## src/hdl/sha0_pkg.sv

```systemverilog
`default_nettype none
package sha0_pkg;

  // Block geometry
  localparam int BlockWords = 16;
  localparam int DigestWords = 5;
  localparam int Rounds = 80;

  // Round constants
  localparam logic [31:0] K0 = 32'h5A82_7999;
  localparam logic [31:0] K1 = 32'h6ED9_EBA1;
  localparam logic [31:0] K2 = 32'h8F1B_BCDC;
  localparam logic [31:0] K3 = 32'hCA62_C1D6;

  // Round boundaries between the four round functions
  localparam logic [6:0] RND_LAST = 7'(Rounds - 1);
  localparam logic [6:0] RND_F1 = 7'd20;
  localparam logic [6:0] RND_F2 = 7'd40;
  localparam logic [6:0] RND_F3 = 7'd60;

  // Initial chaining value
  localparam logic [31:0] CHAIN_INIT [DigestWords] = '{
    32'h6745_2301, 32'hEFCD_AB89, 32'h98BA_DCFE, 32'h1032_5476, 32'hC3D2_E1F0
  };

  localparam logic [7:0] PAD_BYTE = 8'h80;
  localparam logic [5:0] POS_LAST = 6'd63;
  localparam logic [2:0] WORD_LAST = 3'(DigestWords - 1);

  typedef struct packed {
    logic [7:0] data_byte;
    logic       byte_present;
    logic       end_of_message;
  } in_item_t;

  typedef struct packed {
    logic [31:0] digest_word;
    logic [2:0]  word_number;
    logic        last_word;
  } out_item_t;

  typedef enum logic [2:0] {
    S_IDLE,
    S_PAD,
    S_INIT,
    S_ROUND,
    S_ADD,
    S_LENBLK,
    S_OUT
  } state_t;

  typedef enum logic [1:0] {
    P_DATA,
    P_EXTRA,
    P_FINAL
  } phase_t;

  typedef struct packed {
    logic       byte_wr;
    logic       pad;
    logic       len_blk;
    logic       init_work;
    logic       round;
    logic       add_chain;
    logic       out_load;
    logic       chain_init;
    logic [6:0] rnd;
    logic [2:0] word_idx;
  } ctrl_cmd_t;

  typedef struct packed {
    logic pos_last;
    logic pos_hi;
    logic out_free;
  } dp_stat_t;

  // Place one byte into a big-endian word at byte lane b (0 is the MSB lane)
  function automatic logic [31:0] place_byte(input logic [31:0] word,
                                             input logic [7:0] data,
                                             input logic [1:0] b);
    logic [31:0] res;
    case (b)
      2'd0: res = {data, 24'h0};
      2'd1: res = {word[31:24], data, word[15:0]};
      2'd2: res = {word[31:16], data, word[7:0]};
      2'd3: res = {word[31:8], data};
      default: res = word;
    endcase
    return res;
  endfunction

endpackage
`default_nettype wire

```

## src/hdl/sha0_ctrl.sv

```systemverilog
`default_nettype none
module sha0_ctrl import sha0_pkg::*; (
  input  wire logic     clk,
  input  wire logic     rst_n,
  input  wire logic     in_valid,
  input  wire in_item_t in_data,
  input  wire dp_stat_t stat,
  output logic          in_stall,
  output ctrl_cmd_t     cmd
);

  state_t     state_r, state_nxt;
  phase_t     phase_r, phase_nxt;
  logic       end_pend_r, end_pend_nxt;
  logic [6:0] rnd_r, rnd_nxt;
  logic [2:0] widx_r, widx_nxt;
  logic       in_xfer;

  assign in_xfer = in_valid && (state_r == S_IDLE);

  // Next state
  always_comb begin
    state_nxt = state_r;
    phase_nxt = phase_r;
    end_pend_nxt = end_pend_r;
    rnd_nxt = rnd_r;
    widx_nxt = widx_r;
    case (state_r)
      S_IDLE: begin
        if (in_xfer) begin
          phase_nxt = P_DATA;
          end_pend_nxt = in_data.end_of_message;
          if (in_data.byte_present && stat.pos_last) begin
            state_nxt = S_INIT;
          end else if (in_data.end_of_message) begin
            state_nxt = S_PAD;
          end
        end
      end
      S_PAD: begin
        phase_nxt = stat.pos_hi ? P_EXTRA : P_FINAL;
        state_nxt = S_INIT;
      end
      S_INIT: begin
        rnd_nxt = '0;
        state_nxt = S_ROUND;
      end
      S_ROUND: begin
        rnd_nxt = rnd_r + 7'd1;
        if (rnd_r == RND_LAST) begin
          state_nxt = S_ADD;
        end
      end
      S_ADD: begin
        case (phase_r)
          P_DATA:  state_nxt = end_pend_r ? S_PAD : S_IDLE;
          P_EXTRA: state_nxt = S_LENBLK;
          P_FINAL: begin
            widx_nxt = '0;
            state_nxt = S_OUT;
          end
          default: state_nxt = S_IDLE;
        endcase
      end
      S_LENBLK: begin
        phase_nxt = P_FINAL;
        state_nxt = S_INIT;
      end
      S_OUT: begin
        if (stat.out_free) begin
          widx_nxt = widx_r + 3'd1;
          if (widx_r == WORD_LAST) begin
            state_nxt = S_IDLE;
          end
        end
      end
      default: state_nxt = S_IDLE;
    endcase
  end

  // Command outputs
  always_comb begin
    cmd = '0;
    cmd.rnd = rnd_r;
    cmd.word_idx = widx_r;
    in_stall = (state_r != S_IDLE);
    case (state_r)
      S_IDLE:   cmd.byte_wr = in_xfer && in_data.byte_present;
      S_PAD:    cmd.pad = 1'b1;
      S_INIT:   cmd.init_work = 1'b1;
      S_ROUND:  cmd.round = 1'b1;
      S_ADD:    cmd.add_chain = 1'b1;
      S_LENBLK: cmd.len_blk = 1'b1;
      S_OUT: begin
        cmd.out_load = stat.out_free;
        cmd.chain_init = stat.out_free && (widx_r == WORD_LAST);
      end
      default: cmd = '0;
    endcase
  end

  // Hold control state
  always_ff @(posedge clk) begin
    if (!rst_n) begin
      state_r <= S_IDLE;
      phase_r <= P_DATA;
      end_pend_r <= 1'b0;
      rnd_r <= '0;
      widx_r <= '0;
    end else begin
      state_r <= state_nxt;
      phase_r <= phase_nxt;
      end_pend_r <= end_pend_nxt;
      rnd_r <= rnd_nxt;
      widx_r <= widx_nxt;
    end
  end

endmodule
`default_nettype wire

```

## src/hdl/sha0_dpath.sv

```systemverilog
`default_nettype none
module sha0_dpath import sha0_pkg::*; (
  input  wire logic      clk,
  input  wire logic      rst_n,
  input  wire ctrl_cmd_t cmd,
  input  wire in_item_t  in_data,
  input  wire logic      out_stall,
  output dp_stat_t       stat,
  output logic           out_valid,
  output out_item_t      out_data
);

  logic [31:0] w_r [BlockWords];
  logic [31:0] w_nxt [BlockWords];
  logic [31:0] chain_r [DigestWords];
  logic [31:0] chain_nxt [DigestWords];
  logic [31:0] work_r [DigestWords];
  logic [31:0] work_nxt [DigestWords];
  logic [63:0] len_r, len_nxt;
  logic        out_valid_r, out_valid_nxt;
  out_item_t   out_data_r, out_data_nxt;
  logic [5:0]  pos;
  logic [31:0] f, k, t;

  assign pos = len_r[8:3];
  assign stat.pos_last = (pos == POS_LAST);
  assign stat.pos_hi = (pos[5:3] == 3'b111);
  assign stat.out_free = !out_valid_r || !out_stall;

  // Block window: byte packing, padding, length block, and schedule shift during rounds
  always_comb begin
    w_nxt = w_r;
    if (cmd.byte_wr) begin
      w_nxt[pos[5:2]] = place_byte(w_r[pos[5:2]], in_data.data_byte, pos[1:0]);
    end else if (cmd.pad) begin
      for (int i = 0; i < BlockWords; i++) begin
        if (4'(i) > pos[5:2]) begin
          w_nxt[i] = '0;
        end
      end
      w_nxt[pos[5:2]] = place_byte(w_r[pos[5:2]], PAD_BYTE, pos[1:0]);
      if (!stat.pos_hi) begin
        w_nxt[BlockWords-2] = len_r[63:32];
        w_nxt[BlockWords-1] = len_r[31:0];
      end
    end else if (cmd.len_blk) begin
      for (int i = 0; i < BlockWords - 2; i++) begin
        w_nxt[i] = '0;
      end
      w_nxt[BlockWords-2] = len_r[63:32];
      w_nxt[BlockWords-1] = len_r[31:0];
    end else if (cmd.round) begin
      for (int i = 0; i < BlockWords - 1; i++) begin
        w_nxt[i] = w_r[i+1];
      end
      w_nxt[BlockWords-1] = w_r[13] ^ w_r[8] ^ w_r[2] ^ w_r[0];
    end
  end

  // Round function and constant
  always_comb begin
    if (cmd.rnd < RND_F1) begin
      f = (work_r[1] & work_r[2]) | (~work_r[1] & work_r[3]);
      k = K0;
    end else if (cmd.rnd < RND_F2) begin
      f = work_r[1] ^ work_r[2] ^ work_r[3];
      k = K1;
    end else if (cmd.rnd < RND_F3) begin
      f = (work_r[1] & work_r[2]) | (work_r[1] & work_r[3]) | (work_r[2] & work_r[3]);
      k = K2;
    end else begin
      f = work_r[1] ^ work_r[2] ^ work_r[3];
      k = K3;
    end
    t = {work_r[0][26:0], work_r[0][31:27]} + f + work_r[4] + k + w_r[0];
  end

  // Working variables and chaining value
  always_comb begin
    work_nxt = work_r;
    chain_nxt = chain_r;
    if (cmd.init_work) begin
      work_nxt = chain_r;
    end else if (cmd.round) begin
      work_nxt[0] = t;
      work_nxt[1] = work_r[0];
      work_nxt[2] = {work_r[1][1:0], work_r[1][31:2]};
      work_nxt[3] = work_r[2];
      work_nxt[4] = work_r[3];
    end
    if (cmd.add_chain) begin
      for (int i = 0; i < DigestWords; i++) begin
        chain_nxt[i] = chain_r[i] + work_r[i];
      end
    end else if (cmd.chain_init) begin
      chain_nxt = CHAIN_INIT;
    end
  end

  // Message bit count, advanced a byte at a time and cleared with the chaining value
  always_comb begin
    len_nxt = len_r;
    if (cmd.byte_wr) begin
      len_nxt = {len_r[63:3] + 61'd1, 3'b000};
    end else if (cmd.chain_init) begin
      len_nxt = '0;
    end
  end

  // Result register: load a digest word, drop it once transferred
  always_comb begin
    out_valid_nxt = out_valid_r;
    out_data_nxt = out_data_r;
    if (cmd.out_load) begin
      out_valid_nxt = 1'b1;
      out_data_nxt.digest_word = chain_r[cmd.word_idx];
      out_data_nxt.word_number = cmd.word_idx;
      out_data_nxt.last_word = (cmd.word_idx == WORD_LAST);
    end else if (!out_stall) begin
      out_valid_nxt = 1'b0;
    end
  end

  always_ff @(posedge clk) begin
    if (!rst_n) begin
      chain_r <= CHAIN_INIT;
      len_r <= '0;
      out_valid_r <= 1'b0;
    end else begin
      chain_r <= chain_nxt;
      len_r <= len_nxt;
      out_valid_r <= out_valid_nxt;
    end
  end

  always_ff @(posedge clk) begin
    w_r <= w_nxt;
    work_r <= work_nxt;
    out_data_r <= out_data_nxt;
  end

  assign out_valid = out_valid_r;
  assign out_data = out_data_r;

endmodule
`default_nettype wire

```

## src/hdl/sha0_hash_engine.sv

```systemverilog
`default_nettype none
// SHA-0 hash engine. Message bytes are taken one per transfer; a byte that
// neither completes a 64-byte block nor ends the message keeps in_stall low.
// The byte that completes a block starts a compression (load, 80 rounds of
// one shared round unit, chaining add), during which in_stall is high. An
// end transfer costs a padding step and one compression, or two compressions
// with a length-block step between when the last block has no room for the
// bit count; then the five digest words h0..h4 leave through a registered
// output, one per cycle when out_stall is low. After h4 is loaded the chaining
// value and bit count return to initial values and the next message may start.
module sha0_hash_engine import sha0_pkg::*; (
  input  wire logic     clk,
  input  wire logic     rst_n,
  input  wire logic     in_valid,
  input  wire in_item_t in_data,
  output logic          in_stall,
  output logic          out_valid,
  output out_item_t     out_data,
  input  wire logic     out_stall
);

  ctrl_cmd_t cmd;
  dp_stat_t  stat;

  sha0_ctrl u_ctrl (
    .clk      (clk),
    .rst_n    (rst_n),
    .in_valid (in_valid),
    .in_data  (in_data),
    .stat     (stat),
    .in_stall (in_stall),
    .cmd      (cmd)
  );

  sha0_dpath u_dpath (
    .clk       (clk),
    .rst_n     (rst_n),
    .cmd       (cmd),
    .in_data   (in_data),
    .out_stall (out_stall),
    .stat      (stat),
    .out_valid (out_valid),
    .out_data  (out_data)
  );

`ifndef ASSERT_OFF
  // An ending transfer keeps the block busy for padding and compression
  a_busy_after_end: assert property (@(posedge clk) disable iff (!rst_n)
    (in_valid && !in_stall && in_data.end_of_message) |=> in_stall)
    else $error("input taken right after end of message");

  // Digest words follow back to back once the previous one is transferred
  a_words_contiguous: assert property (@(posedge clk) disable iff (!rst_n)
    (out_valid && !out_stall && !out_data.last_word) |=> out_valid)
    else $error("gap between digest words");

  // Digest words come in order
  a_words_ordered: assert property (@(posedge clk) disable iff (!rst_n)
    (out_valid && !out_stall && !out_data.last_word) |=>
    (out_data.word_number == $past(out_data.word_number) + 3'd1))
    else $error("digest word out of order");
`endif

endmodule
`default_nettype wire

```

## config.mk

```make
export PLATFORM = sky130hd
export DESIGN_NAME = sha0_hash_engine
export DESIGN_NICKNAME = d
export VERILOG_FILES = /design/src/hdl/sha0_pkg.sv /design/src/hdl/sha0_ctrl.sv /design/src/hdl/sha0_dpath.sv /design/src/hdl/sha0_hash_engine.sv
export SDC_FILE = /design/constraint.sdc
export NUM_CORES = 2
export LEC_CHECK = 0
export ABC_AREA = 1
export BUFFER_PORTS_ARGS = -buffer_cell sky130_fd_sc_hd__buf_2
export CAP_MARGIN = 20
export CORE_MARGIN = 2
export CORE_UTILIZATION = 30
export CTS_BUF_LIST = sky130_fd_sc_hd__clkbuf_4
export CTS_CLUSTER_DIAMETER = 150
export DETAILED_ROUTE_END_ITERATION = 12
export GPL_TIMING_DRIVEN = 0
export PLACE_DENSITY = 0.54
export SLEW_MARGIN = 30
export SYNTH_ARGS = -nofsm -noshare
export SYNTH_HDL_FRONTEND = slang
export SYNTH_SLANG_ARGS = --single-unit
export TNS_END_PERCENT = 100
```

## constraint.sdc

```tcl
create_clock -name clk -period 9.3 [get_ports clk]
set_input_delay 0.465 -clock clk [delete_from_list [all_inputs] [get_ports clk]]
set_output_delay 0.465 -clock clk [all_outputs]
set_load 0.005 [all_outputs]
```

# ---- Yosys cells after proc, flatten, opt, wreduce, memory -nomap -nowiden
# Index checks and enable logic that the tools add are counted.
dict set report op_classes {
  n_addsub 12
  n_eq_ne 23
  reduce_logical 25
  order_cmp 22
  bitwise 15
  mux 106
}
# cell count
set op_table {}
lappend op_table {{512-bit two-way mux} 4}
lappend op_table {{32-bit two-way mux} 61}
lappend op_table {{512-bit bitwise mux} 2}
lappend op_table {{160-bit two-way mux} 4}
lappend op_table {{32-bit adder} 9}
lappend op_table {{32-bit case mux with 4 select lines} 2}
lappend op_table {{64-bit two-way mux} 3}
lappend op_table {{32-bit bitwise XOR} 5}
lappend op_table {{32-bit bitwise AND} 4}
lappend op_table {{32-bit binary-select mux with 4-bit select} 1}
lappend op_table {{32-bit demux with 4-bit select} 1}
lappend op_table {{32-bit binary-select mux with 3-bit select} 1}
lappend op_table {{32-bit bitwise OR} 3}
lappend op_table {{61-bit by 1-bit adder with 61-bit output, second input constant} 1}
lappend op_table {{4-bit greater-than comparator, first input constant} 8}
lappend op_table {{32-bit NOT} 1}
lappend op_table {{31-bit two-way mux} 1}
lappend op_table {{3-bit two-way mux} 8}
lappend op_table {{3-bit == test, second input constant} 6}
lappend op_table {{3-bit case mux with 6 select lines} 1}
lappend op_table {{3-bit by 4-bit greater-than comparator with 1-bit output, first input constant} 4}
lappend op_table {{7-bit by 6-bit less-than comparator with 1-bit output, second input constant} 2}
lappend op_table {{7-bit case mux with 2 select lines} 1}
lappend op_table {{10-bit two-way mux} 1}
lappend op_table {{other kinds (37)} 69}
dict set report totals {
  input_bits 14
  wordCells 239
  regBits 946
  out_inout_bits 38
}

# ---- Depth between registers and ports, before layout
dict set report depth {
  depth_word 13
  ltp_mapped 28
  mapped_depth_nobuf 26
}

# ---- Modules after synthesis
# From an unflattened synthesis, not the netlist that was laid out.
dict set report unflattened {
  cells_unflattened 10356
  area_unflattened_um2 70885.5
}
# module area_each_um2 instances cells_per_inst seq_area_each_um2
set by_module_without_submodules {}
lappend by_module_without_submodules {sha0_dpath 69833.2 1 10203 25704.7}
lappend by_module_without_submodules {sha0_ctrl 1052.3 1 153 320.3}

# ---- Worst setup path after synthesis
# No wires, ideal clock.
dict set report synth_timing {
  path_type {register -> register}
  start {reg u_ctrl.state_r[1]}
  end {reg u_dpath.work_r[153] in the netlist's numbering (data pin)}
  setup_ps 265
  stages_incl_launch_ff 26
  required_time_ps 9035
  n_path_buf 1
  arrival_time_ps 4987
  setup_slack_ps 4048
  cell_sequence {dfxtp_1 -> nand3_1 -> o211ai_1 -> nand2_1 -> nand3_1 -> nand2_1 -> clkbuf_1 -> o22ai_1 -> nor2_1 -> fa_1 -> inv_1 -> fa_1 -> fa_1 -> inv_1 -> ha_1 -> inv_1 -> fa_1 -> nand3b_1 -> nand2_1 -> a21boi_0 -> o21ai_0 -> nand3_1 -> nand3_1 -> nand2_1 -> nand3_1 -> o21ai_0}
}
# item line
set synth_rtl {}
lappend synth_rtl {{start, declared} sha0_ctrl.sv:12} ;# state_t state_r, state_nxt;
lappend synth_rtl {{start signal, assigned} sha0_ctrl.sv:111} ;# state_r <= state_nxt;
lappend synth_rtl {{end signal, assigned} sha0_dpath.sv:138} ;# work_r <= work_nxt;
lappend synth_rtl {{end, declared} sha0_dpath.sv:17} ;# logic [31:0] work_r [DigestWords];

==> run summary <==
The areal power density over the cells came out at 483.7 mW/mm^2. The share of post-route cells with drive strength above 1 was 0.08427; the number of nets in the synthesized netlist was 10471. After clock tree synthesis, the clock-pin slew on the worst setup and hold paths is 0.05 ns. The internal power contribution is 0.01704 W. The clock insertion delay at the later pin of the skew report came out at 1.48 ns. The clock period could shrink to 8.439 ns.

Yosys mapped a number of flops with a built-in enable equal to 708. For this run, the number of Yosys warnings is 0. During placement, the flow inserted port buffers numbering 50. The ratio of routed vias to standard cells works out to 5.553. By count the netlist is led by sky130_fd_sc_hd__nand2_1 (3992), sky130_fd_sc_hd__inv_1 (916), sky130_fd_sc_hd__nand3_1 (877). The total standard cell area after synthesis came out at 0.07046 mm^2.

The synthesized design contains 946 register bits. The congestion estimate from routability-driven global placement came to 1.087. The leakage power summed over all cells came out at 35.21 nW. After technology mapping, the gate count stands at 10103. Dividing the detail-routed wire length by the instance count gives 28.43 um. In this run the remaining antenna-violating nets after routing total 0. STA classifies the critical path endpoint as a flop. In the routed design, unresolved DRC markers number 3. Clock tree synthesis found a total of 946 sinks. After the last flow step, the layout net total stands at 10882.

The run gives 22 as the number of antenna violations at the first check in global routing. For the starting density of the core, the log shows 0.3024. The run finished, with violations left. The clock network fraction of total power is 0.118, and the net switching power of the design is 0.02142 W. The area growth from synthesis to layout is 12.84%. Share of the cycle needed by the critical path after routing: 0.9075.

Setup repair after global routing left no endpoint under its margin. The share of synthesized flip-flops with an asynchronous set or reset came out at 0. On the final layout, the worst clock skew is 0.1381 ns.

The floorplan die area was 0.2388 mm^2; the first-pass GRT wire length was 544000 um. The tools report the sequential share of power as 0.251. For the utilization after layout, the log shows 0.3413. The tree is rooted in a sky130_fd_sc_hd__clkbuf_4. Max-cap violations in this run came to 0. Number of violations reported at the end of detailed-routing iteration 0: 9546. For this run, the detailed router's first-pass iteration total came to 12.

Across all layers, the routed design uses 77136 vias. The logs give 0 for the count of final hold-check violations and 0.2503 for the normalized max-slew margin. The H-tree was split into 5 levels.

The share of the synthesized area in the top cell type was 0.3017. Averaged over all synthesized cells, the footprint is 6.974 um^2. The predominant post-synthesis flop cell was sky130_fd_sc_hd__edfxtp_1. The final reports fail on design-rule violations. Measured along the y axis, the die boundary spans 488.6 um. For the final routed database, the setup TNS stands at 0 ns. Once the clock tree was built, the resizer swapped 0 gates to a different size.

The floorplan has 177 rows. STA classifies the critical path startpoint as a flop. In this run the worst path has a maximum fanout of 10. The signal arrival time at the worst endpoint was 9.54 ns. Switching power share of the total: 0.5570.

The class of the tightest hold or removal check is in2reg. The tools report the core area as 0.2330 mm^2. TritonCTS built the clock tree. Biggest area consumer among synthesized cells: sky130_fd_sc_hd__edfxtp_1.

The logs give 0.1185 GHz for the maximum operating frequency and 0.4272 mV for the maximum vdd drop. The number of pins with negative max-slew slack in the final report is 0. Setup violations remaining at the end of the flow were counted as 0. The most common cell in the synthesized netlist is sky130_fd_sc_hd__nand2_1. The via count of the first global-routing pass is 73781.

The global-route usage over all layers is 0.3220, and the pin slew with the least headroom to its limit is 1.116 ns. The I/O pin count was 52; the number of buffers between clock root and the deepest sink was 4. At the worst endpoint, the required time is 10.40 ns. In this run, CTS created clock tree buffers numbering 311. The final global-route overflow total is 0, and the horizontal die dimension is 488.6 um.

The filler cells instantiated in the layout total 25795. Portion of the post-synthesis area used by sequential elements: 0.3694. After detailed routing, the total wire length is 394900 um.

The run gives 39 as the maximum number of pins on one net before global-route repair. The logs give 0.631 for the logic gate share of total power and 62 for the count of cell types in the netlist. Critical path class: reg2reg. The tools report the post-detailed-placement half-perimeter wirelength as 318100 um. By area the synthesized netlist is led by sky130_fd_sc_hd__edfxtp_1 (30%), sky130_fd_sc_hd__nand2_1 (21%), sky130_fd_sc_hd__dfxtp_1 (6.8%), sky130_fd_sc_hd__nand3_1 (6.2%), sky130_fd_sc_hd__inv_1 (4.9%).
-- registers in the layout, summed over array words and instances (netlist names) --
register,cells
u_ctrl.end_pend_r,1
u_dpath.w_r,512
u_ctrl.rnd_r,7
u_dpath.out_valid,1
u_ctrl.state_r,3
u_dpath.work_r,160
u_dpath.out_data,36
u_ctrl.widx_r,3
u_ctrl.phase_r,2
u_dpath.chain_r,160
u_dpath.len_r,61
-- power by group through the flow --
stage	combinational, W	clock, W	sequential, W
after floorplan	0.0147	0	0.00856
after global placement	0.0229	0	0.00982
after detailed placement	0.0234	0	0.00960
after CTS	0.0235	0.00456	0.00953
after global routing	0.0263	0.00479	0.00966
final	0.0243	0.00453	0.00965
-- logic make-up after synthesis --
group	count (synthesis)	synth area share
adder cells (fa/ha/maj)	354	0.07607
flip-flops	946	0.3694
AO/OA/AOI/OAI	1541	0.1259
XOR/XNOR	137	0.01703
AND/OR/NAND/NOR	5639	0.3281
buffers and inverters	1486	0.08353
-- path summary, 6_finish.rpt --
kind | from | to | slack, ns | depth (start not counted)
min | in_valid | u_ctrl.phase_r[0] | 0.09 | 5
min reg2reg | u_dpath.len_r[20] | u_dpath.len_r[20] | 0.47 | 1
max reg2reg | u_ctrl.state_r[2] | u_dpath.work_r[153] | 0.86 | 23
max | u_ctrl.state_r[2] | u_dpath.work_r[153] | 0.86 | 23
-- worst max-delay path, stage by stage (launching register included) --
cell and delay (ns):
sky130_fd_sc_hd__dfxtp_1 0.29, sky130_fd_sc_hd__buf_2 0.16, sky130_fd_sc_hd__nand3_1 0.41, sky130_fd_sc_hd__o211ai_1 0.40, sky130_fd_sc_hd__nand2_1 0.39, sky130_fd_sc_hd__nand3_1 0.49, sky130_fd_sc_hd__nand2_1 0.49, sky130_fd_sc_hd__clkbuf_1 0.69
sky130_fd_sc_hd__o221ai_1 0.46, sky130_fd_sc_hd__fa_1 0.68, sky130_fd_sc_hd__inv_1 0.07, sky130_fd_sc_hd__fa_1 0.48, sky130_fd_sc_hd__inv_1 0.05, sky130_fd_sc_hd__fa_1 0.48, sky130_fd_sc_hd__inv_1 0.04, sky130_fd_sc_hd__ha_1 0.36
sky130_fd_sc_hd__a21oi_1 0.28, sky130_fd_sc_hd__nand2_1 0.22, sky130_fd_sc_hd__a21boi_0 0.77, sky130_fd_sc_hd__o21ai_0 0.44, sky130_fd_sc_hd__nand3_1 0.20, sky130_fd_sc_hd__nand4_1 0.09, sky130_fd_sc_hd__nand3_1 0.10, sky130_fd_sc_hd__o21ai_0 0.09
-- cells in the final DEF (no fill, tap or decap), types with 117 or more instances in the layout --
cell and instances:
sky130_fd_sc_hd__nand2_1 3990, sky130_fd_sc_hd__inv_1 910, sky130_fd_sc_hd__nand3_1 877, sky130_fd_sc_hd__edfxtp_1 708, sky130_fd_sc_hd__o21ai_0 580, sky130_fd_sc_hd__nor2_1 486
sky130_fd_sc_hd__clkbuf_4 462, sky130_fd_sc_hd__a21oi_1 460, sky130_fd_sc_hd__clkbuf_1 314, sky130_fd_sc_hd__dfxtp_1 238, sky130_fd_sc_hd__ha_1 230, sky130_fd_sc_hd__buf_2 187
sky130_fd_sc_hd__a22oi_1 150, sky130_fd_sc_hd__fa_1 124, sky130_fd_sc_hd__o22ai_1 117
-- through the flow --
step           cell area (um^2)  std cells  hold WS (ns)  worst slack (ns)  total power [W]
3_3_place_gp              74630      13285        0.4470            0.4342          0.03272
5_1_grt                   79480      13880       0.05319            0.7814          0.04078
3_5_place_dp              75430      13314        0.4559             1.192          0.03302
2_1_floorplan             70460      10103        0.4364             4.048          0.02326
4_1_cts                   79420      13869      0.003015             1.163          0.03764
6_report                  79510      13891       0.08906            0.8607          0.03845
-- metal layers --
layer,GRT usage,up-vias,wire length [um]
met5,0,-,88
met4,0.2533,12,36660
met3,0.07743,1272,37770
met2,0.5081,4630,174300
met1,0.3745,36918,146100
li1,-,34304,-
-- what timing repair did --
| action | in CTS | in global routing |
|---|---|---|
| setup endpoints to repair | 0 | 0 |
| endpoints found under the hold margin | 263 | 0 |
| hold buffers | 17 | 0 |
| setup buffers | 0 | 0 |
-- layout make-up --
cell class | instances | area [um^2] | area share
multi-input cells | 7671 | 38730 | 0.4871
plain buffers | 549 | 2419 | 0.03042
repair buffers | 98 | 1032 | 0.01298
clock buffers | 461 | 3461 | 0.04353
well taps | 3132 | 3919 | 0.04929
diodes | 20 | 50.05 | 0.0006295
clock inverters | 77 | 351.6 | 0.004422
inverters | 937 | 3520 | 0.04427
flip-flops and latches | 946 | 26030 | 0.3273
(Power assumes the default switching activity.)
